`config.mk`:
```
export PLATFORM = sky130hd
export DESIGN_NAME = knnmc_rank
export DESIGN_NICKNAME = d
export VERILOG_FILES = /design/src/rtl/core/knnmc_pkg.sv /design/src/rtl/core/knnmc_rank.sv
export SDC_FILE = /design/constraint.sdc
export NUM_CORES = 2
export LEC_CHECK = 0
export ABC_CLOCK_PERIOD_IN_PS = 5200
export BUFFER_PORTS_ARGS = -buffer_cell sky130_fd_sc_hd__buf_2
export CORE_MARGIN = 2
export CORE_UTILIZATION = 35
export DETAILED_ROUTE_END_ITERATION = 16
export GPL_ROUTABILITY_DRIVEN = 0
export PLACE_DENSITY = 0.52
export SYNTH_ARGS = -nofsm -noshare
export SYNTH_HDL_FRONTEND = slang
export SYNTH_SLANG_ARGS = --single-unit
```
`constraint.sdc`:
```
create_clock -name clk -period 5.2 [get_ports clk]
set_clock_uncertainty 0.15 [all_clocks]
set_input_delay 0 -clock clk [delete_from_list [all_inputs] [get_ports clk]]
set_output_delay 0 -clock clk [all_outputs]
set_load 0.01 [all_outputs]
```
`src/rtl/core/knnmc_pkg.sv`:
```
// Shared types and constants for the nearest-neighbor material classifier.
// Holds the labelled reference table, field widths and class codes.
// No dependencies; every other file of the block imports this package.
package knnmc_pkg;

	localparam int WEIGHT_W   = 17;
	localparam int COND_W     = 17;
	localparam int IR_W       = 14;
	localparam int RAD_W      = 14;
	localparam int CLASS_W    = 3;
	localparam int TABLE_SIZE = 10;
	localparam int NUM_CLASSES = 5;

	// Squares of each feature difference and their sum; the sum stays below 2^36.
	localparam int SQ_WIDE_W   = 2 * WEIGHT_W;
	localparam int SQ_NARROW_W = 2 * IR_W;
	localparam int MAG_SQ_W    = 14;
	localparam int DIST_W      = 36;

	// The magnetic flag is in whole units, so a mismatch contributes 100 squared.
	localparam logic [MAG_SQ_W-1:0] MAG_SQ = 14'd10000;

	typedef enum logic [CLASS_W-1:0] {
		CLASS_FERROUS     = 3'd0,
		CLASS_NON_FERROUS = 3'd1,
		CLASS_RECYCLABLE  = 3'd2,
		CLASS_E_WASTE     = 3'd3,
		CLASS_HAZARDOUS   = 3'd4
	} material_class_t;

	typedef struct packed {
		logic [WEIGHT_W-1:0] weight;
		logic [COND_W-1:0]   conductivity;
		logic                magnetic;
		logic [IR_W-1:0]     ir_purity;
		logic [RAD_W-1:0]    radiation;
	} query_t;

	typedef struct packed {
		logic [WEIGHT_W-1:0] weight;
		logic [COND_W-1:0]   conductivity;
		logic                magnetic;
		logic [IR_W-1:0]     ir_purity;
		logic [RAD_W-1:0]    radiation;
		material_class_t     cls;
	} ref_sample_t;

	localparam ref_sample_t REF_TABLE [TABLE_SIZE] = '{
		'{17'd30000, 17'd1000, 1'b1, 14'd5000, 14'd0,    CLASS_FERROUS},
		'{17'd45000, 17'd1200, 1'b1, 14'd5500, 14'd0,    CLASS_FERROUS},
		'{17'd8000,  17'd4000, 1'b0, 14'd8500, 14'd0,    CLASS_NON_FERROUS},
		'{17'd12000, 17'd3800, 1'b0, 14'd9000, 14'd0,    CLASS_NON_FERROUS},
		'{17'd10000, 17'd5500, 1'b0, 14'd9500, 14'd0,    CLASS_RECYCLABLE},
		'{17'd15000, 17'd6000, 1'b0, 14'd9700, 14'd0,    CLASS_RECYCLABLE},
		'{17'd20000, 17'd1500, 1'b0, 14'd3000, 14'd5000, CLASS_E_WASTE},
		'{17'd25000, 17'd2000, 1'b0, 14'd3500, 14'd7000, CLASS_E_WASTE},
		'{17'd5000,  17'd500,  1'b0, 14'd2000, 14'd9000, CLASS_HAZARDOUS},
		'{17'd6000,  17'd700,  1'b0, 14'd2500, 14'd8500, CLASS_HAZARDOUS}
	};

endpackage

```
`src/rtl/core/knnmc_rank.sv`:
```
// Ranks every reference distance against all others and marks the K nearest.
// Ties go to the lower table index. Depends on knnmc_pkg.
module knnmc_rank #(
	parameter int N_REF = 10,
	parameter int K_EFF = 3
) (
	input  logic                         clk,
	input  logic [knnmc_pkg::DIST_W-1:0] dist_s3 [N_REF],
	output logic [N_REF-1:0]             vote_mask_s4
);
	import knnmc_pkg::*;

	localparam int RANK_W = $clog2(N_REF + 1);

	logic [N_REF-1:0]  nearer [N_REF];
	logic [RANK_W-1:0] rank   [N_REF];

	// nearer[i][j] says reference j sits ahead of reference i in the ordering.
	always_comb begin
		for (int i = 0; i < N_REF; i++) begin
			for (int j = 0; j < N_REF; j++) begin
				nearer[i][j] = (j != i) && ((dist_s3[j] < dist_s3[i]) ||
					((dist_s3[j] == dist_s3[i]) && (j < i)));
			end
		end
	end

	always_comb begin
		for (int i = 0; i < N_REF; i++) begin
			rank[i] = '0;
			for (int j = 0; j < N_REF; j++) begin
				rank[i] = rank[i] + RANK_W'(nearer[i][j]);
			end
		end
	end

	always_ff @(posedge clk) begin
		for (int i = 0; i < N_REF; i++) begin
			vote_mask_s4[i] <= rank[i] < RANK_W'(K_EFF);
		end
	end

endmodule

```
Word-level counts from Yosys, hierarchy flattened
Cells that the tools add are included.
- bits in registers: 10
- latch bits: 0
- RAM bits: 0
- memory bits (read-only): 0
- input port bits: 361
- output and inout port bits: 10
- word-level logic and storage cells: 271
- memories kept: 0
- add/subtract/negate cells: 80
- multiply operators: 0
- divide/modulo/power cells: 0
- magnitude comparators: 100
- equal/unequal tests: 45
- shift-type cells: 0
- mux-type cells: 0
- bitwise operators: 0
- reduce and logical (&&, ||, !) cells: 45
- operators by type and width (kind ; count):
    $lt 36x36->1 ; 90
    $eq 36x36->1 ; 45
    $add 4x1->4 ; 70
    $logic_or 1x1->1 ; 45
    $lt 4x2->1 const B ; 10
    $add 1x1->2 ; 10

Logic depth before layout (Yosys ltp)
- depth in word-level cells: 11
- gate-level depth with buffers: 21
- mapped depth without buffers: 21

Worst setup path before layout
OpenSTA, ideal clock, no wires.
- path kind: input to register
- from: input port dist_s3[166] (netlist bit)
- to: register vote_mask_s4[5]
- data arrival time: 4.215 ns
- required time: 4.972 ns
- path slack: 0.757 ns
- stages on the path: 20
- buffers on the path: 0
- path through: inv_1 ha_1 a21o_1 a221o_1 a221o_1 nand2_1 o2111ai_1 a21o_1 o21ai_0 fa_1 fa_1 inv_1 fa_1 inv_1 ha_1 inv_1 fa_1 a2111oi_0 a21oi_1 nor3_1
- longest elaborated chain between the ends: 11
- RTL lines (element ; line ; source):
    from (decl) ; knnmc_rank.sv:8 ; input logic [knnmc_pkg::DIST_W-1:0] dist_s3 [N_REF],
    $lt 36x36->1 or $eq 36x36->1 (tied branches) ; knnmc_rank.sv:22, knnmc_rank.sv:23 ;
    $logic_or 1x1->1 ; knnmc_rank.sv:22 ; nearer[i][j] = (j != i) && ((dist_s3[j] < dist_s3[i]) ||
    $add 1x1->2 ; knnmc_rank.sv:32 ; rank[i] = rank[i] + RANK_W'(nearer[i][j]);
    $add 4x1->4 (6 in a row) ; knnmc_rank.sv:32 ;
    $add 4x1->4 * ; knnmc_rank.sv:32 ;
    $lt 4x2->1 * ; knnmc_rank.sv:39 ; vote_mask_s4[i] <= rank[i] < RANK_W'(K_EFF);
    to (signal, indexed assignment) ; knnmc_rank.sv:39 ;
    to (decl) ; knnmc_rank.sv:9 ; output logic [N_REF-1:0] vote_mask_s4
Every way passes the cells marked *; elsewhere a longest branch is shown, timed or not.

Worst setup path in the final report
- from: input port dist_s3[234] (netlist bit)
- to: register vote_mask_s4[1]
- longest elaborated chain between the ends: 9
- RTL lines (element ; line):
    $lt 36x36->1 ; knnmc_rank.sv:22
    $add 4x1->4 (7 in a row) ; knnmc_rank.sv:32
    $lt 4x2->1 ; knnmc_rank.sv:39
Every way passes these cells.

==> flow_summary.yaml <==
detailed_routing:
  drt_wl_total_mm: 218
  wl_per_cell_um: 30.4
  ant_nets: 0
  firstDrtPassIters: 6
  vias: 43800
  route.detailed.drc: 0
  via_per_inst: 6.11
  drt_iter0_markers: 4631
yosys:
  synth_ff_type: "dfxtp_1"
  synth-async-reset-ratio_pct: 0
  synth.net_count: 6678
  synth_edf_count: 0
  synth_area_leaders: "ha_1 55%, a21o_1 9.1%, a21oi_1 5.8%, nand4_1 4.6%, inv_1 4.3%"
  syn_inst: 4587
  syn-cell-area_sq_mm: 0.0385
  synth-seq-area-share_pct: 0.520
  synth_common_cells: "1680 x ha_1, 466 x a21o_1, 446 x a21oi_1"
  synthDominantCellAreaShare_pct: 54.6
  synth.largest_area_cell: "ha_1"
  syn_avg_cell_area_sq_um: 8.39
  yosys_warnings: 0
  yosysMostFrequentCell: "ha_1"
  synth_seq_cells: 10
  yosys.cell_types.count: 54
final_layout:
  fill_cells: 11000
  area_growth_pct: 26.4
  seq_area_sq_um: 200
  drive_gt1_share_pct: 21.5
  fin_util_pct: 44.7
  layout.nets: 7825
  design_area_sq_mm: 0.0487
  largest_register_ff_count: 10
  reg.largest.list: "vote_mask_s4 (10)"
  multiInputGateArea_sq_mm: 0.0370
  fin_cells: 7164
  regMostFlops: "vote_mask_s4"
hold_path:
  whs_path_depth: 1
  whs_endpoint: "vote_mask_s4[9]"
  min-delay-path-class: "flip-flop to output port"
  min-delay-start: "vote_mask_s4[9]$_DFF_P_"
power_and_ir_drop:
  seqPwrFrac_pct: 2.7
  p_leak_nw: 27.9
  swShare_pct: 56.9
  vdd_drop_max_uv: 134
  pwr_density_cell_mw_per_mm2: 128
  power.share.clock_pct: 2.9
  intPower_mw: 2.69
  combPwrFrac_pct: 94.4
  power_switching_mw: 3.55
critical_path:
  crit_path_start_kind: "primary input"
  cpMaxStageDelayCell: "fa_1"
  worstPathMaxFanout: 5
  cp_num_buf_inv: 8
  crit_path_start: "dist_s3[234]"
  crit_path_end_kind: "flip-flop"
  crit_arrival_ns: 5.17
  critPathRequiredTime_ns: 5.24
  critPathMaxStageDelay_ns: 0.53
  worst-setup-path-type: "primary input to flip-flop"
  crit_chain: "buf_2, buf_4, inv_1, ha_1, nand4_1, nor3_1, buf_4, nand2_1, o211ai_1, buf_4, a21o_1, o21a_1, fa_1, fa_1, inv_1, fa_1, inv_1, ha_1, inv_1, fa_1, a2111oi_2, a21oi_1, nor3_2"
  crit_family: "adder cells"
grt:
  grt_max_degree: 10
  overflow: 0
  antenna_found_initial: 30
  grt_pass1_wl_mm: 298
  grtUsageTotal_pct: 37.3
  grt_pass1_vias: 41100
clock_tree:
  clkSlewWorstSetupHoldPaths_ns: 0.05
  cts_max_level: 1
  clockBufferDepth: 2
  clock_sinks: 10
  cts_root_buffer: "clkbuf_16"
  cts_buffers: 3
  cts_tree: "yes"
flow_run:
  drv_cap: 0
timing:
  finalHoldViolations: 0
  period_minus_slack_ns: 5.13
  finalSetupViolCount: 0
  fin_crit_sh_pct: 98.7
  worst_pin_slew_ns: 1.22
  relSlewSlack_pct: 17.8
  final-max-slew-violation-count: 0
  timing.fmax_mhz: 195
floorplan:
  dieWidth_um: 336
  rows: 121
  boundaryPins: 371
  core_area_sq_mm: 0.109
  fp.dieArea_sq_mm: 0.113
  start_util_pct: 35.3
  die_h_um: 336
placed_design:
  postPlaceCellArea_sq_mm: 0.0481
  dp_cells: 7134
  port_buffers: 370
  hpwl_mm: 194
status:
  status: "completed"
[kinds of logic after synthesis]
kind of cell               Yosys count  synth area share, %
AOI/OAI and AO/OA                 1388                 23.4
muxes                                2               0.0520
buffers and inverters              443                 4.32
and+or+nand+nor                   1014                 14.5
DFF                                 10                0.520
adders and majority gates         1730                 57.2
[stage by stage]
step	setup WS, ns	TNS (ns)	power [mW]	hold slack, ns
after floorplan	0.757	0	3.08	0.154
final	0.0701	0	6.24	0.533
after global placement	-0.591	-2.35	5.50	0.257
after global routing	-0.133	-0.287	6.80	0.547
after CTS	0.0260	0	5.84	0.545
after detailed placement	-0.562	-2.47	5.61	0.255
[power groups by stage]
| stage | clock network (mW) | logic, mW | registers, mW |
|---|---|---|---|
| 2_1_floorplan | 0 | 2.93 | 0.150 |
| 3_3_place_gp | 0 | 5.33 | 0.174 |
| 3_5_place_dp | 0 | 5.44 | 0.173 |
| 4_1_cts | 0.185 | 5.48 | 0.173 |
| 5_1_grt | 0.186 | 6.44 | 0.173 |
| 6_report | 0.182 | 5.89 | 0.169 |
[layout make-up]
type | count | area share (%)
multi-input cells | 4134 | 76.1
repair buffers | 1142 | 16.1
well taps | 1414 | 3.63
inverters | 443 | 3.49
flip-flops and latches | 10 | 0.411
clock buffers | 4 | 0.183
diodes | 17 | 0.0874
[layout by cell type, fill, tap and decap left out, types with 11 or more instances in the layout]
| cell | netlist | routed |
|---|---|---|
| buf_4 | 0 | 756 |
| a221o_1 | 31 | 31 |
| buf_12 | 0 | 16 |
| diode_2 | 0 | 17 |
| a21oi_1 | 446 | 440 |
| a211oi_1 | 55 | 50 |
| nand2_1 | 178 | 176 |
| a221oi_1 | 13 | 11 |
| o21ai_0 | 202 | 193 |
| a21o_1 | 466 | 466 |
| buf_2 | 0 | 368 |
| nor3_1 | 78 | 72 |
| nand4_1 | 281 | 281 |
| and4_1 | 51 | 47 |
| o21a_1 | 43 | 43 |
| fa_1 | 50 | 46 |
| nand2b_1 | 53 | 53 |
| ha_1 | 1680 | 1676 |
| nor2_1 | 97 | 95 |
| a41o_1 | 13 | 13 |
| nor2b_1 | 88 | 88 |
| a211o_1 | 11 | 11 |
| nand3_1 | 95 | 93 |
| and3_1 | 28 | 27 |
| inv_1 | 443 | 431 |
| o2111ai_1 | 22 | 21 |
| o211ai_1 | 28 | 28 |
| nor4_1 | 30 | 22 |
[layer usage]
| layer | wire length (um) | GRT usage [%] | up-vias |
|---|---|---|---|
| met5 | 125 | 0 | - |
| met2 | 90300 | 57.3 | 2370 |
| met1 | 83800 | 45.0 | 20600 |
| met3 | 20600 | 6.66 | 690 |
| li1 | - | - | 20100 |
| met4 | 23000 | 31.2 | 18 |
[timing repair]
item,CTS,global route
resized for setup,7,99
cloned,0,0
endpoints found under the setup margin,5,10
setup buffers,0,9
pin swaps,0,17
hold buffers,0,0
[worst max path at each step]
stage / cells past startpoint / to / slack, ns
floorplan: 20 / vote_mask_s4[5]$_DFF_P_ / 0.76
global placement: 21 / vote_mask_s4[7]$_DFF_P_ / -0.59
detailed placement: 21 / vote_mask_s4[7]$_DFF_P_ / -0.56
CTS: 22 / vote_mask_s4[7]$_DFF_P_ / 0.03
global route: 22 / vote_mask_s4[1]$_DFF_P_ / -0.13
finish: 23 / vote_mask_s4[1]$_DFF_P_ / 0.07
Note: power is estimated with default switching activity, not from simulation.
