### src/rtl/core/knnmc_pkg.sv
// Shared types and constants for the nearest-neighbor material classifier.
// Holds the labelled reference table, field widths and class codes.
// No dependencies; every other file of the block imports this package.
package knnmc_pkg;

	localparam int WEIGHT_W   = 17;
	localparam int COND_W     = 17;
	localparam int IR_W       = 14;
	localparam int RAD_W      = 14;
	localparam int CLASS_W    = 3;
	localparam int TABLE_SIZE = 10;
	localparam int NUM_CLASSES = 5;

	// Squares of each feature difference and their sum; the sum stays below 2^36.
	localparam int SQ_WIDE_W   = 2 * WEIGHT_W;
	localparam int SQ_NARROW_W = 2 * IR_W;
	localparam int MAG_SQ_W    = 14;
	localparam int DIST_W      = 36;

	// The magnetic flag is in whole units, so a mismatch contributes 100 squared.
	localparam logic [MAG_SQ_W-1:0] MAG_SQ = 14'd10000;

	typedef enum logic [CLASS_W-1:0] {
		CLASS_FERROUS     = 3'd0,
		CLASS_NON_FERROUS = 3'd1,
		CLASS_RECYCLABLE  = 3'd2,
		CLASS_E_WASTE     = 3'd3,
		CLASS_HAZARDOUS   = 3'd4
	} material_class_t;

	typedef struct packed {
		logic [WEIGHT_W-1:0] weight;
		logic [COND_W-1:0]   conductivity;
		logic                magnetic;
		logic [IR_W-1:0]     ir_purity;
		logic [RAD_W-1:0]    radiation;
	} query_t;

	typedef struct packed {
		logic [WEIGHT_W-1:0] weight;
		logic [COND_W-1:0]   conductivity;
		logic                magnetic;
		logic [IR_W-1:0]     ir_purity;
		logic [RAD_W-1:0]    radiation;
		material_class_t     cls;
	} ref_sample_t;

	localparam ref_sample_t REF_TABLE [TABLE_SIZE] = '{
		'{17'd30000, 17'd1000, 1'b1, 14'd5000, 14'd0,    CLASS_FERROUS},
		'{17'd45000, 17'd1200, 1'b1, 14'd5500, 14'd0,    CLASS_FERROUS},
		'{17'd8000,  17'd4000, 1'b0, 14'd8500, 14'd0,    CLASS_NON_FERROUS},
		'{17'd12000, 17'd3800, 1'b0, 14'd9000, 14'd0,    CLASS_NON_FERROUS},
		'{17'd10000, 17'd5500, 1'b0, 14'd9500, 14'd0,    CLASS_RECYCLABLE},
		'{17'd15000, 17'd6000, 1'b0, 14'd9700, 14'd0,    CLASS_RECYCLABLE},
		'{17'd20000, 17'd1500, 1'b0, 14'd3000, 14'd5000, CLASS_E_WASTE},
		'{17'd25000, 17'd2000, 1'b0, 14'd3500, 14'd7000, CLASS_E_WASTE},
		'{17'd5000,  17'd500,  1'b0, 14'd2000, 14'd9000, CLASS_HAZARDOUS},
		'{17'd6000,  17'd700,  1'b0, 14'd2500, 14'd8500, CLASS_HAZARDOUS}
	};

endpackage

### src/rtl/core/knnmc_dist.sv
// Squared distance from the registered query to one reference sample.
// Two stages: per-feature squares, then their sum. Depends on knnmc_pkg.
module knnmc_dist (
	input  logic                         clk,
	input  knnmc_pkg::query_t            query_s1,
	input  knnmc_pkg::ref_sample_t       ref_sample,
	output logic [knnmc_pkg::DIST_W-1:0] dist_s3
);
	import knnmc_pkg::*;

	logic [WEIGHT_W-1:0]    diff_w;
	logic [COND_W-1:0]      diff_c;
	logic [IR_W-1:0]        diff_i;
	logic [RAD_W-1:0]       diff_r;
	logic [SQ_WIDE_W-1:0]   sq_w_s2;
	logic [SQ_WIDE_W-1:0]   sq_c_s2;
	logic [SQ_NARROW_W-1:0] sq_i_s2;
	logic [SQ_NARROW_W-1:0] sq_r_s2;
	logic [MAG_SQ_W-1:0]    sq_m_s2;

	always_comb begin
		diff_w = (query_s1.weight > ref_sample.weight) ?
			query_s1.weight - ref_sample.weight : ref_sample.weight - query_s1.weight;
		diff_c = (query_s1.conductivity > ref_sample.conductivity) ?
			query_s1.conductivity - ref_sample.conductivity :
			ref_sample.conductivity - query_s1.conductivity;
		diff_i = (query_s1.ir_purity > ref_sample.ir_purity) ?
			query_s1.ir_purity - ref_sample.ir_purity :
			ref_sample.ir_purity - query_s1.ir_purity;
		diff_r = (query_s1.radiation > ref_sample.radiation) ?
			query_s1.radiation - ref_sample.radiation :
			ref_sample.radiation - query_s1.radiation;
	end

	always_ff @(posedge clk) begin
		sq_w_s2 <= SQ_WIDE_W'(diff_w) * SQ_WIDE_W'(diff_w);
		sq_c_s2 <= SQ_WIDE_W'(diff_c) * SQ_WIDE_W'(diff_c);
		sq_i_s2 <= SQ_NARROW_W'(diff_i) * SQ_NARROW_W'(diff_i);
		sq_r_s2 <= SQ_NARROW_W'(diff_r) * SQ_NARROW_W'(diff_r);
		sq_m_s2 <= (query_s1.magnetic != ref_sample.magnetic) ? MAG_SQ : '0;
	end

	always_ff @(posedge clk) begin
		dist_s3 <= DIST_W'(sq_w_s2) + DIST_W'(sq_c_s2) + DIST_W'(sq_i_s2)
			+ DIST_W'(sq_r_s2) + DIST_W'(sq_m_s2);
	end

endmodule

### config.mk
export PLATFORM = sky130hd
export DESIGN_NAME = knnmc_dist
export DESIGN_NICKNAME = d
export VERILOG_FILES = /design/src/rtl/core/knnmc_pkg.sv /design/src/rtl/core/knnmc_dist.sv
export SDC_FILE = /design/constraint.sdc
export NUM_CORES = 2
export LEC_CHECK = 0
export ABC_AREA = 0
export ABC_CLOCK_PERIOD_IN_PS = 8600
export BUFFER_PORTS_ARGS = -buffer_cell sky130_fd_sc_hd__buf_2
export CORE_ASPECT_RATIO = 0.7
export CORE_UTILIZATION = 30
export DETAILED_ROUTE_END_ITERATION = 8
export PLACE_DENSITY = 0.52
export SYNTH_ARGS = -nofsm -noshare
export SYNTH_HDL_FRONTEND = slang
export SYNTH_SLANG_ARGS = --single-unit
### constraint.sdc
create_clock -name clk -period 8.6 [get_ports clk]
set_input_delay 0 -clock clk [delete_from_list [all_inputs] [get_ports clk]]
set_output_delay 0 -clock clk [all_outputs]
set_load 0.03 [all_outputs]
; Word-level counts from Yosys, hierarchy flattened
; Index checks and enable logic that the tools add are counted.
[word_totals]
regBits = 174
latch_bits = 0
mem_bits_rw = 0
mem_bits_ro = 0
in_bits = 130
output_inout_bits = 36
elab_cells = 32
memories = 0
[op_classes]
add_sub_neg = 12
n_mul = 4
div = 0
n_lt_le_gt_ge = 4
eq_ne = 1
n_shift = 0
muxes = 5
bitwise_logic = 0
n_reduce_logical = 0
[op_table]
columns = operator, n
row1 = $mul A17 B17 Y34, 2
row2 = $sub A17 B17 Y17, 4
row3 = $mul A14 B14 Y28, 2
row4 = $sub A14 B14 Y14, 4
row5 = $mux W14, 3
row6 = $add A35 B28 Y36, 1
row7 = $add A36 B14 Y36, 1
row8 = $add A36 B28 Y36, 1
row9 = $add A34 B34 Y35, 1
row10 = $gt A17 B17 Y1, 2
row11 = $mux W17, 2
row12 = $gt A14 B14 Y1, 2
row13 = $ne A1 B1 Y1, 1

; Longest topological paths before layout
[depth]
ltp_word = 4
ltp_mapped = 40
mapped_depth_nobuf = 37

; Worst setup path before layout
; No wires, ideal clock.
[synth_path]
kind = input-to-reg
from = input query_s1[14] (netlist bit)
to = register sq_i_s2[26]
setup_time_ps = 119
t_arrival_ps = 8293
t_required_ps = 8481
setup_slack_ps = 188
stages = 37
path_buffers = 2
path_cell_list = inv_1 ha_1 inv_1 fa_1 a211oi_1 o21ai_0 a21oi_1 a21oi_1 buf_4 nor3b_1 o31ai_1 a21oi_1 nor3_1 nand2b_1 buf_2 nor2_1 fa_1 fa_1 fa_1 inv_1 fa_1 inv_1 fa_1 inv_1 fa_1 inv_1 ha_1 a21o_1 a21o_1 a21oi_1 or3b_1 o221a_2 a221o_1 and2_1 a41o_1 o41a_1 xor2_1
[synth_between]
elab_chain_cells = 3
word_cells_on_any_way = 5
cone_classes = 2 x add/sub / 1 x mul / 1 x order compare / 1 x mux
[synth_rtl]
columns = element, line_no
row1 = from (decl), knnmc_dist.sv:5  ; input knnmc_pkg::query_t query_s1,
row2 = "$sub A14 B14 Y14, or another cell as far along", knnmc_dist.sv:29  ; ref_sample.ir_purity - query_s1.ir_purity;
row3 = $mux W14 *, knnmc_dist.sv:27  ; diff_i = (query_s1.ir_purity > ref_sample.ir_purity) ?
row4 = $mul A14 B14 Y28 *, knnmc_dist.sv:38  ; sq_i_s2 <= SQ_NARROW_W'(diff_i) * SQ_NARROW_W'(diff_i);
row5 = to (signal assigned), knnmc_dist.sv:38
row6 = to (decl), knnmc_dist.sv:17  ; logic [SQ_NARROW_W-1:0] sq_i_s2;
; Every way passes the cells marked *; elsewhere a longest branch is shown, timed or not.

; Worst setup path in the final report
[layout_path]
from = input query_s1[23] (netlist bit)
to = register sq_i_s2[26]
; Same word-level chain as after synthesis.

==> impl_metrics.csv <==
group,metric,value,unit
synthesis,netlist_instances,4440,
synthesis,synth-async-reset-ratio,0,%
global_routing,track_usage,15.7,%
routing,drt_wl_total,101000,um
sta,tightest_slew,0.763,ns
worst_setup_path,critical_path_buf_inv_count,8,
cells_and_area,mostFrequentLayoutCell,"inv_1",
sta,slew_viol_final,0,
status,status,"finished, final reports clean",
synthesis,synth_largest_area_cell,"fa_1",
synthesis,synth_top_family_by_area,"adder cells",
sta,hold_viol,0,
synthesis,yosys_warnings,0,
synthesis,synth_fa_ha_area_share,52.8,%
worst_setup_path,arrival,8.62,ns
cts,cts_buffers,25,
die,core_area,131000,sq um
synthesis,synthesis.nets,5834,
worst_setup_path,crit_slowest_cell,"nor4_1",
place,gp_congestion,0.885,
routing,routed_via_density,4.58,
cts,path_clk_slew,0.07,ns
global_routing,overflow,0,
global_routing,grt_pass1_wl,169000,um
global_routing,grt_pass1_vias,32000,
synthesis,synth_area,39700,sq um
worst_setup_path,path_delay_family,"adder cells",
synthesis,ys_types,95,
cts,cts.sinks,157,
cells_and_area,fin_util,34.9,%
synthesis,synth_top_area_share,34.4,%
synthesis,yosys.area_share.simple,11.2,%
synthesis,synth_edf_count,0,
worst_hold_path,hold_path.class,"input port to flop",
sta,finClkSkew,0.0238,ns
synthesis,synth_flop_cell,"dfxtp_1",
routing,num_vias,30400,
synthesis,ys_seq_area_share,7.92,%
cells_and_area,final_cell_mix,"1001 x inv_1, 681 x fa_1, 582 x ha_1",
routing,route.detailed.drc,0,
cts,clock_latency,0.50,ns
die,start_util,30.3,%
worst_setup_path,max_stage_delay,0.52,ns
place,post-dp-hpwl,90900,um
synthesis,synth_xor_area_share,4.69,%
die,die_x,437,um
routing,drtPass1Iterations,5,
global_routing,antenna_found_initial,8,
cts,cts_max_level,4,
routing,drtIter0Drc,1782,
sta,fin_crit,8.26,ns
job,drv_cap,0,
synthesis,synth_compound_area_share,11.1,%
synthesis,muxShareOfSynthArea,1.32,%
place,io_buffers,162,
die,die_h,306,um
synthesis,synth_seq_cells,157,
sta,post-route-period-util,96.0,%
synthesis,synth.avg_cell_area,8.93,sq um
die,io_pins,166,
sta,setup_viol,0,
cells_and_area,nets,6272,
cts,clock_path_buffers,3,
worst_setup_path,startpoint_type,"input port",
routing,wire_per_inst,15.3,um
cts,cts_root_buf,"clkbuf_16",
worst_setup_path,ff2ff_path_depth,17,
global_routing,grt_max_degree,19,
die,dieArea,134000,sq um
worst_setup_path,path_class,"input port to flop",
synthesis,synthTopCellsByArea,"fa_1 34%, ha_1 18%, inv_1 9.5%",
die,fp-row-count,111,
worst_setup_path,crit_path_max_fanout,7,
cts,cts_tree,"yes",
sta,relSlewSlack,48.8,%
cells_and_area,drive_gt1_share,13.9,%
sta,max_freq,0.121,GHz
worst_hold_path,min_path_cells,5,
routing,antenna_left,0,
worst_setup_path,end_kind,"flop",
cells_and_area,fillCellCount,13600,
worst_setup_path,cp.required,8.97,ns
worst_setup_path,cp.depth,35,
cells_and_area,area_delta_synth_final,15.4,%
worst min-delay path: stages:
cell and delay (ns):
buf_2 0.11, fa_1 0.21, mux2i_1 0.08, buf_4 0.20
nor2_1 0.09
cell type report:
class / instances / area, sq um / share of cell area [%]
Antenna cell: 2 / 5.00 / 0.0109
Clock buffer: 30 / 674 / 1.47
Sequential cell: 157 / 3140 / 6.87
Multi-Input combinational cell: 3156 / 32300 / 70.5
Tap cell: 1751 / 2190 / 4.79
Inverter: 1016 / 3820 / 8.34
Clock inverter: 3 / 21.3 / 0.0465
Timing Repair Buffer: 522 / 3630 / 7.94
metrics by stage:
step	hold WS (ns)	area [sq um]	TNS, ns	std cells	setup WS [ns]
2_1_floorplan	0.0926	39700	0	4440	0.188
3_3_place_gp	0.231	44900	-0.289	6596	-0.142
3_5_place_dp	0.236	44900	-0.815	6596	-0.226
4_1_cts	0.224	45600	0	6631	0.237
5_1_grt	0.273	45800	-0.0777	6635	-0.0777
6_report	0.234	45800	0	6637	0.343
synth_stat cells (13+ instances only):
library cell and instances:
buf_2 37, mux2_2 13, nor2b_1 25, and3_1 24, dfxtp_1 157, fa_1 682, a211oi_1 28, nand2b_1 49
a21o_1 127, xor2_1 62, or2_2 42, mux2i_1 30, nand3_1 48, a21oi_1 191, nor2_1 388, nand2_1 252
o21ai_0 95, o21bai_1 34, inv_1 1001, nand4_1 25, nor3_1 43, a31oi_1 20, o21a_1 37, xnor2_1 138
clkbuf_1 62, ha_1 582
metal layers:
metal | global-route usage [%] | wire length, um | up-vias
met3 | 1.89 | 4450 | 40
met2 | 23.9 | 43400 | 554
li1 | - | - | 14800
met1 | 24.1 | 52800 | 15000
met5 | 0 | 0 | -
met4 | 1.51 | 700 | 0
final timing paths:
check | start | to | slack (ns)
max | query_s1[23] | sq_i_s2[26]$_DFF_P_ | 0.34
min | ref_sample[4] | sq_r_s2[2]$_DFF_P_ | 0.23
max reg2reg | sq_w_s2[2]$_DFF_P_ | dist_s3[34]$_DFF_P_ | 2.86
min reg2reg | sq_r_s2[0]$_DFF_P_ | dist_s3[0]$_DFF_P_ | 0.47
timing repair:
action | CTS | global route
endpoints found under the hold margin | 1 | 0
hold buffers | 2 | 0
endpoints found under the setup margin | 0 | 12
gates resized for setup | 0 | 27
setup buffers | 0 | 4
flip-flops by register name, summed over array words and instances, names as in the netlist:
| signal | flops |
|---|---|
| dist_s3 | 36 |
| sq_c_s2 | 33 |
| sq_i_s2 | 27 |
| sq_m_s2 | 1 |
| sq_r_s2 | 27 |
| sq_w_s2 | 33 |
cell families (layout without fill, tap and decap cells):
kind of cell             count (synthesis)  in the layout
adder cells (fa/ha/maj)               1264           1264
buffers and inverters                 1127           1571
AND/OR/NAND/NOR                        972            972
AO/OA/AOI/OAI                          664            664
XOR/XNOR                               206            206
flip-flops                             157            157
multiplexers                            48             48
other                                    2              4
Power is not shown: default switching activity piles up to over one toggle a cycle in this logic, so the estimate is an artifact.
