$ cat src/rtl/core/knnmc_pkg.sv
// Shared types and constants for the nearest-neighbor material classifier.
// Holds the labelled reference table, field widths and class codes.
// No dependencies; every other file of the block imports this package.
package knnmc_pkg;

	localparam int WEIGHT_W   = 17;
	localparam int COND_W     = 17;
	localparam int IR_W       = 14;
	localparam int RAD_W      = 14;
	localparam int CLASS_W    = 3;
	localparam int TABLE_SIZE = 10;
	localparam int NUM_CLASSES = 5;

	// Squares of each feature difference and their sum; the sum stays below 2^36.
	localparam int SQ_WIDE_W   = 2 * WEIGHT_W;
	localparam int SQ_NARROW_W = 2 * IR_W;
	localparam int MAG_SQ_W    = 14;
	localparam int DIST_W      = 36;

	// The magnetic flag is in whole units, so a mismatch contributes 100 squared.
	localparam logic [MAG_SQ_W-1:0] MAG_SQ = 14'd10000;

	typedef enum logic [CLASS_W-1:0] {
		CLASS_FERROUS     = 3'd0,
		CLASS_NON_FERROUS = 3'd1,
		CLASS_RECYCLABLE  = 3'd2,
		CLASS_E_WASTE     = 3'd3,
		CLASS_HAZARDOUS   = 3'd4
	} material_class_t;

	typedef struct packed {
		logic [WEIGHT_W-1:0] weight;
		logic [COND_W-1:0]   conductivity;
		logic                magnetic;
		logic [IR_W-1:0]     ir_purity;
		logic [RAD_W-1:0]    radiation;
	} query_t;

	typedef struct packed {
		logic [WEIGHT_W-1:0] weight;
		logic [COND_W-1:0]   conductivity;
		logic                magnetic;
		logic [IR_W-1:0]     ir_purity;
		logic [RAD_W-1:0]    radiation;
		material_class_t     cls;
	} ref_sample_t;

	localparam ref_sample_t REF_TABLE [TABLE_SIZE] = '{
		'{17'd30000, 17'd1000, 1'b1, 14'd5000, 14'd0,    CLASS_FERROUS},
		'{17'd45000, 17'd1200, 1'b1, 14'd5500, 14'd0,    CLASS_FERROUS},
		'{17'd8000,  17'd4000, 1'b0, 14'd8500, 14'd0,    CLASS_NON_FERROUS},
		'{17'd12000, 17'd3800, 1'b0, 14'd9000, 14'd0,    CLASS_NON_FERROUS},
		'{17'd10000, 17'd5500, 1'b0, 14'd9500, 14'd0,    CLASS_RECYCLABLE},
		'{17'd15000, 17'd6000, 1'b0, 14'd9700, 14'd0,    CLASS_RECYCLABLE},
		'{17'd20000, 17'd1500, 1'b0, 14'd3000, 14'd5000, CLASS_E_WASTE},
		'{17'd25000, 17'd2000, 1'b0, 14'd3500, 14'd7000, CLASS_E_WASTE},
		'{17'd5000,  17'd500,  1'b0, 14'd2000, 14'd9000, CLASS_HAZARDOUS},
		'{17'd6000,  17'd700,  1'b0, 14'd2500, 14'd8500, CLASS_HAZARDOUS}
	};

endpackage

$ cat src/rtl/core/knnmc_vote.sv
// Tallies the votes of the selected references per class and picks the winner.
// Equal tallies go to the lowest class code. Depends on knnmc_pkg.
module knnmc_vote #(
	parameter int N_REF = 10
) (
	input  logic                          clk,
	input  logic [N_REF-1:0]              vote_mask_s4,
	output logic [knnmc_pkg::CLASS_W-1:0] material_class_s5
);
	import knnmc_pkg::*;

	localparam int VOTE_W = $clog2(N_REF + 1);

	logic [VOTE_W-1:0]  tally [NUM_CLASSES];
	logic [VOTE_W-1:0]  best_tally;
	logic [CLASS_W-1:0] best_class;

	always_comb begin
		for (int c = 0; c < NUM_CLASSES; c++) begin
			tally[c] = '0;
			for (int i = 0; i < N_REF; i++) begin
				tally[c] = tally[c] + VOTE_W'(vote_mask_s4[i] &&
					(REF_TABLE[i].cls == CLASS_W'(c)));
			end
		end
	end

	// A strict compare keeps the earlier, higher-priority class on a tie.
	always_comb begin
		best_class = CLASS_FERROUS;
		best_tally = tally[0];
		for (int c = 1; c < NUM_CLASSES; c++) begin
			if (tally[c] > best_tally) begin
				best_class = CLASS_W'(c);
				best_tally = tally[c];
			end
		end
	end

	always_ff @(posedge clk) begin
		material_class_s5 <= best_class;
	end

endmodule

$ cat config.mk
export PLATFORM = sky130hd
export DESIGN_NAME = knnmc_vote
export DESIGN_NICKNAME = d
export VERILOG_FILES = /design/src/rtl/core/knnmc_pkg.sv /design/src/rtl/core/knnmc_vote.sv
export SDC_FILE = /design/constraint.sdc
export NUM_CORES = 1
export LEC_CHECK = 0
export BUFFER_PORTS_ARGS = -buffer_cell sky130_fd_sc_hd__buf_2
export CORE_AREA = 3 3 40 42
export CTS_CLUSTER_DIAMETER = 150
export CTS_CLUSTER_SIZE = 16
export DETAILED_ROUTE_END_ITERATION = 8
export DIE_AREA = 0 0 43 45
export GPL_ROUTABILITY_DRIVEN = 0
export SLEW_MARGIN = 10
export SYNTH_ARGS = -nofsm -noshare
export SYNTH_HDL_FRONTEND = slang
export SYNTH_SLANG_ARGS = --single-unit
$ cat constraint.sdc
create_clock -name clk -period 3.9 [get_ports clk]
set_clock_uncertainty 0.05 [all_clocks]
set_input_delay 0.78 -clock clk [delete_from_list [all_inputs] [get_ports clk]]
set_output_delay 0.78 -clock clk [all_outputs]
set_load 0.01 [all_outputs]
# ---- Yosys cells after proc, flatten, opt, wreduce, memory -nomap -nowiden
# Cells that the tools add are included.
dict set report op_classes {
  n_addsub 5
  muxes 6
  magnitude_cmp 4
}
# operator count
set ops {}
lappend ops {{$mux W4} 3}
lappend ops {{$add A1 B1 Y2} 5}
lappend ops {{$gt A2 B4 Y1} 2}
lappend ops {{$gt A4 B4 Y1} 1}
lappend ops {{$mux W2} 2}
lappend ops {{$gt A2 B2 Y1} 1}
lappend ops {{$mux W1} 1}
dict set report totals {
  reg_bits 3
  word_cells 16
}

# ---- Longest topological paths before layout
# Gate-level depths: netlist (run 1).
dict set report logic_depth {
  depth_word 8
  mapped_depth 19
  mapped_depth_nobuf 19
}

# ---- Worst setup path after synthesis (run 1)
# Ideal clock, no wire load.
dict set report synth_timing {
  kind {input -> register}
  from {input vote_mask_s4[2]}
  to {register material_class_s5[0] (netlist bit)}
  arrival_ns 3.956
  setup_slack_ns -0.237
  stages 16
  required_time_ns 3.719
  setup_time_ns 0.131
  n_path_buf 0
  path_cell_list {ha_1 > ha_1 > nor2b_4 > or3_1 > and3_2 > ha_1 > nand2b_1 > and3_1 > a41o_1 > ha_1 > inv_1 > o22ai_1 > mux2_4 > ha_1 > a21oi_1 > a21oi_1}
}
dict set report synth_via {
  elab_chain_cells 8
}
# item line
set synth_lines {}
lappend synth_lines {{start, declared} knnmc_vote.sv:7} ;# input logic [N_REF-1:0] vote_mask_s4,
lappend synth_lines {{$add A1 B1 Y2 *} knnmc_vote.sv:22} ;# tally[c] = tally[c] + VOTE_W'(vote_mask_s4[i] &&
lappend synth_lines {{$gt A2 B2 Y1} knnmc_vote.sv:33} ;# if (tally[c] > best_tally) begin
lappend synth_lines {{$mux W4} knnmc_vote.sv:33}
lappend synth_lines {{$gt A2 B4 Y1} knnmc_vote.sv:33}
lappend synth_lines {{$mux W4} knnmc_vote.sv:33}
lappend synth_lines {{$gt A2 B4 Y1} knnmc_vote.sv:33}
lappend synth_lines {{$mux W4} knnmc_vote.sv:33}
lappend synth_lines {{$gt A4 B4 Y1} knnmc_vote.sv:33}
lappend synth_lines {{end signal, assigned} knnmc_vote.sv:41} ;# material_class_s5 <= best_class;
lappend synth_lines {{end, declared} knnmc_vote.sv:8} ;# output logic [knnmc_pkg::CLASS_W-1:0] material_class_s5
# Mark *: on every way between the ends. The rest lies on a longest branch, timed or not.
# A chain may end at the register's enable or synchronous reset.

# ---- Worst setup path after layout (run 1)
# Ends and elaborated chain as after synthesis.

==> results of run 1 <==
[cells by family (layout without fill, tap and decap cells)]
| group | count (synthesis) | after routing | synth area share (%) |
|---|---|---|---|
| AOI/OAI and AO/OA | 9 | 9 | 12.90 |
| adders and majority gates | 16 | 16 | 45.84 |
| buffers and inverters | 10 | 41 | 8.597 |
| DFF | 3 | 3 | 13.75 |
| muxes | 1 | 1 | 3.437 |
| and+or+nand+nor | 11 | 11 | 15.47 |
[layout make-up]
cell class                      count  area, µm²  share of cell area [%]
Clock buffer                        4      26.28                   3.256
Sequential cell                     3      60.06                   7.442
Timing Repair Buffer               27      176.4                   21.86
Multi-Input combinational cell     37      483.0                   59.84
Inverter                           10      42.54                   5.271
Tap cell                           15      18.77                   2.326
[per-layer routing]
layer,part of all wire (%),up-vias,global-route usage [%]
met2,60,6,21.56
met3,2.4,0,0
met1,37,206,11.30
li1,-,235,-
met5,0,-,0
met4,0,0,3.614
[power breakdown]
group | switching, mW | internal [mW]
clock network | 0.0165 | 0.0384
logic | 0.0862 | 0.121
registers | 0.00176 | 0.0424
[through the flow]
stage	std cells	util (%)	instance area (µm²)
finish	96	62.80	807.0
global route	96	62.80	807.0
CTS	92	56.77	729.5
detailed placement	86	52.58	675.6
global placement	86	52.58	675.6
floorplan	50	-	531.8
[synthesized netlist by cell type, drive strengths merged]
cell	n	area, µm²
o211ai	1	7.510
nor2	1	3.750
o21ai	1	5.000
nand3	1	5.000
mux2	1	15.01
inv	10	37.54
nand2	2	7.510
o21bai	1	7.510
a41o	1	10.01
dfxtp	3	60.06
or3	1	6.260
nand2b	1	6.260
nor2b	2	20.02
and3	2	13.77
o22ai	1	6.260
ha	16	200.2
a21oi	4	20.02
nor3	1	5.000
[cell usage in the layout, fill, tap and decap left out, types with 2 or more instances in the layout]
cell type / n
ha_1: 10
inv_4: 2
buf_4: 14
a21oi_4: 2
a21oi_2: 2
ha_4: 6
nand2_1: 2
buf_2: 12
inv_1: 7
clkbuf_4: 3
and3_4: 2
dfxtp_1: 3
[how the worst max path moves through the flow]
stage	from	endpoint	slack (ns)	depth (start not counted)
after floorplan	vote_mask_s4[0]	material_class_s5[0]	0.002	17
after CTS	vote_mask_s4[0]	material_class_s5[0]	0.00001	20
after global routing	vote_mask_s4[2]	material_class_s5[0]	0.001	19
after global placement	vote_mask_s4[0]	material_class_s5[1]	-0.22	18
after detailed placement	vote_mask_s4[0]	material_class_s5[0]	-0.26	18
final	vote_mask_s4[2]	material_class_s5[0]	0.09	19
[timing repair]
action                     CTS  global route
pin swaps                    3             7
setup endpoints to repair    2             3
hold buffers                 0             0
gates cloned                 0             0
buffers inserted             2             4
gates resized for setup      2             9
==> flow_summary.toml, run 1 <==
[setup_path]
critPathLaunchType = "primary input"
critPathCaptureType = "flop"
cp_slowest_cell = "or3_4"
worst_ep_arrival_time_ns = 3.88
worstPathMaxFanout = 3
cp_cell_sequence = "buf_2 > ha_4 > ha_4 > nor2b_4 > or3_4 > and3_4 > ha_4 > nand2b_4 > and3_4 > a41o_1 > ha_1 > inv_1 > o22ai_2 > mux2_4 > ha_4 > inv_4 > a21oi_4 > a21oi_4 > a21oi_2"
crit_family = "adder cells"
max_stage_delay_ns = 0.33
crit_path_frequent_cell = "ha_4"
critical_path_buf_inv_count = 3
worst_ep_required_time_ns = 3.97
worstSetupPathType = "in -> reg"

[detailed_routing]
via_count = 447
drc = 0
drt_first_pass_iters = 2
finalWirelength_um = 968
wl_per_cell_um = 10.08
drt_iter0_markers = 3
drt.antenna.violating_nets = 0
via_per_inst = 4.656

[die]
die_h_um = 45
io_pins = 14
fp.dieW_um = 43
core_um2 = 1285
start_util_pct = 33.98
die-area_um2 = 1935
fp-row-count = 13

[placement]
dp.final_hpwl_um = 769.6
port_buffers = 13
dp_slack_ns = -0.2640

[grt]
grt_pass1_vias = 454
grt_max_degree = 4
antenna_found_initial = 0
track_usage_pct = 10.40
grt_pass1_wl_mm = 1.621
overflow = 0

[power_and_ir_drop]
power.density_nw_per_um2 = 379.4
leakage_nw = 0.4040
total_power_mw = 0.3062
peakVddDrop_v = 0.0001738

[sta]
relSlewSlack_pct = 86.60
hold_viol = 0
finalCritPeriodShare_pct = 97.73
tightestPinTransition_ns = 0.2001
whs_ns = 1.080
max_freq_ghz = 0.2624
setup_tns_ns = 0
finalCriticalPeriod_ns = 3.812
final_max_slew_viol_count = 0
grt_setup_unrepaired = "no"
layout_setup_ws_ns = 0.08840
setup_violations = 0

[yosys]
yosysSeqAreaShare_pct = 13.75
synth_area_um2 = 436.7
synthCells = 50
ys_ff_latch = 3
synth_nets = 77
synth_area_per_cell_um2 = 8.733
yosysWarnings = 0
yosysUniqueCellTypes = 20

[cts]
cts_tree = "done"
clock_sinks = 3
clk_path_buf_depth = 2
cts_root_buf = "clkbuf_4"
htree_levels = 1
cts_inserted_buffers = 3
clkTransAtPathRegs_ns = 0.04

[cells_and_area]
final_nets = 109
largest_reg_flops = 3
reg_top3 = "material_class_s5: 3 flops"
drive_above_1_share_pct = 62.96
top_register = "material_class_s5"
areaGrowthSynthToFinish_pct = 84.81
n_antenna_cell = 0
final.fill_count = 115

[flow_run]
cap_violations = 0

[min_path]
whs_path_depth = 4
hold_path_class = "in -> reg"
hold_start = "vote_mask_s4[9]"
worstHoldEndpoint = "material_class_s5[2]"

[run_status]
status = "finished clean"
Power figures use the tool's default switching activity.
==> run 2, diff against run 1 <==
--- a/config.mk
+++ b/config.mk
@@ -7,11 +7,13 @@
 export LEC_CHECK = 0
 export BUFFER_PORTS_ARGS = -buffer_cell sky130_fd_sc_hd__buf_2
 export CORE_AREA = 3 3 40 42
+export CTS_BUF_LIST = sky130_fd_sc_hd__clkbuf_8
 export CTS_CLUSTER_DIAMETER = 150
 export CTS_CLUSTER_SIZE = 16
 export DETAILED_ROUTE_END_ITERATION = 8
 export DIE_AREA = 0 0 43 45
 export GPL_ROUTABILITY_DRIVEN = 0
+export PLACE_DENSITY = 0.69
 export SLEW_MARGIN = 10
 export SYNTH_ARGS = -nofsm -noshare
 export SYNTH_HDL_FRONTEND = slang
==> flow_summary.toml, run 2 (synthesized netlist as in run 1, its figures left out) <==
[sta]
finalCritPeriodShare_pct = 98.54
layout_setup_ws_ns = 0.05693
setup_violations = 0
grt_setup_unrepaired = "yes"
final_max_slew_viol_count = 0
setup_tns_ns = 0
finalCriticalPeriod_ns = 3.843
relSlewSlack_pct = 86.07
max_freq_ghz = 0.2602
tightestPinTransition_ns = 0.2080
hold_viol = 0

[setup_path]
critPathCaptureType = "flop"
cp_cell_sequence = "buf_6 > ha_4 > inv_4 > ha_4 > nor2b_4 > or3_4 > and3_4 > ha_4 > nand2b_4 > and3_4 > a41o_1 > ha_1 > inv_1 > o22ai_2 > mux2_4 > ha_4 > inv_2 > a21oi_4 > a21oi_4 > a21oi_2"
crit_path_frequent_cell = "ha_4"
critical_path_buf_inv_count = 4
cp_slowest_cell = "or3_4"
max_stage_delay_ns = 0.36
crit_family = "adder cells"
worst_ep_required_time_ns = 3.95
worstSetupPathType = "in -> reg"
worst_ep_arrival_time_ns = 3.89
path_depth = 20
critPathLaunchType = "primary input"
worstPathMaxFanout = 3

[flow_run]
cap_violations = 0

[cts]
cts_root_buf = "clkbuf_8"
htree_levels = 1
cts_inserted_buffers = 3
clk_path_buf_depth = 2
clock_sinks = 3
clkTransAtPathRegs_ns = 0.03
cts_tree = "done"

[cells_and_area]
final_util_pct = 59.98
final_area_um2 = 770.7
top_register = "material_class_s5"
final_nets = 101
largest_reg_flops = 3
drive_above_1_share_pct = 57.53
areaGrowthSynthToFinish_pct = 76.50
n_antenna_cell = 0
reg_top3 = "material_class_s5: 3 flops"
final_cell_mix = "10 x ha_1, 9 x buf_2, 8 x inv_1, 6 x ha_4, 6 x buf_4"
layout_commonest_cell = "ha_1"

[power_and_ir_drop]
power.density_nw_per_um2 = 398.6
leakage_nw = 0.3814
peakVddDrop_v = 0.0001806

[detailed_routing]
via_per_inst = 4.659
drt_iter0_markers = 2
wl_per_cell_um = 9.682
finalWirelength_um = 852
drt_first_pass_iters = 3
via_count = 410
drc = 0
drt.antenna.violating_nets = 0

[placement]
dp_slack_ns = -0.2362
placedInstanceArea_um2 = 645.6
port_buffers = 13
dp.final_hpwl_um = 710.1

[min_path]
hold_start = "vote_mask_s4[9]"
hold_path_class = "in -> reg"
worstHoldEndpoint = "material_class_s5[2]"
whs_path_depth = 4

[die]
fp-row-count = 13
start_util_pct = 33.98
die_h_um = 45
die-area_um2 = 1935
fp.dieW_um = 43
io_pins = 14
core_um2 = 1285

[grt]
grt_pass1_wl_mm = 1.400
track_usage_pct = 9.302
grt_pass1_vias = 386
overflow = 0
grt_max_degree = 4
antenna_found_initial = 0

[run_status]
status = "finished clean"
==> run 2: cell types whose count changed in the layout (fill, tap and decap cells not counted), sizes merged <==
| cell | change |
|---|---|
| buf | -8 |
| clkbuf | -1 |
| inv | +1 |
==> run 2: metrics by stage <==
| step | hold WS, ns | instances | power [mW] |
|---|---|---|---|
| 6_report | 1.125 | 88 | 0.3073 |
| 2_1_floorplan | 1.034 | 50 | 0.1490 |
| 5_1_grt | 1.144 | 88 | 0.3341 |
| 3_5_place_dp | 1.126 | 82 | 0.1917 |
| 3_3_place_gp | 1.126 | 82 | 0.1883 |
| 4_1_cts | 1.080 | 88 | 0.2917 |
==> run 2: worst max-delay path by stage <==
stage,start,endpoint,slack [ns]
floorplan,vote_mask_s4[0],material_class_s5[0],0.002
global placement,vote_mask_s4[0],material_class_s5[0],-0.21
detailed placement,vote_mask_s4[0],material_class_s5[0],-0.24
CTS,vote_mask_s4[0],material_class_s5[0],0.00002
global route,vote_mask_s4[1],material_class_s5[1],-0.04
finish,vote_mask_s4[1],material_class_s5[1],0.06
==> run 2: per-layer routing <==
metal	up-vias	wire length, µm	global-route usage, %
met2	9	428	15.57
met1	181	380	11.48
met5	-	0	0
met3	0	43	3.586
met4	0	0	1.807
li1	220	-	-
==> run 2: timing repair <==
action                     CTS  global route
hold endpoints to repair     0             0
gates resized for setup      2            10
buffers inserted             2             0
hold buffers                 0             0
setup endpoints to repair    2             3
pin swaps                    4             9
cloned                       0             0
==> run 2: layout make-up <==
| class | count | area (µm²) |
|---|---|---|
| inverters | 10 | 40.04 |
| clock buffers | 3 | 41.29 |
| fillers | 117 | 514.2 |
| clock inverters | 1 | 3.754 |
| repair buffers | 19 | 135.1 |
| flip-flops and latches | 3 | 60.06 |
| multi-input cells | 37 | 471.7 |
| well taps | 15 | 18.77 |
==> run 2: power breakdown <==
group / switching, mW / internal (mW)
clock network: 0.0178 / 0.0667
registers: 0.00181 / 0.0425
logic: 0.0791 / 0.0993
total: 0.0987 / 0.209
==> run 2: worst min-delay path: stages <==
cell,delay [ns]
buf_2,0.08
ha_1,0.13
ha_1,0.24
a21oi_4,0.09
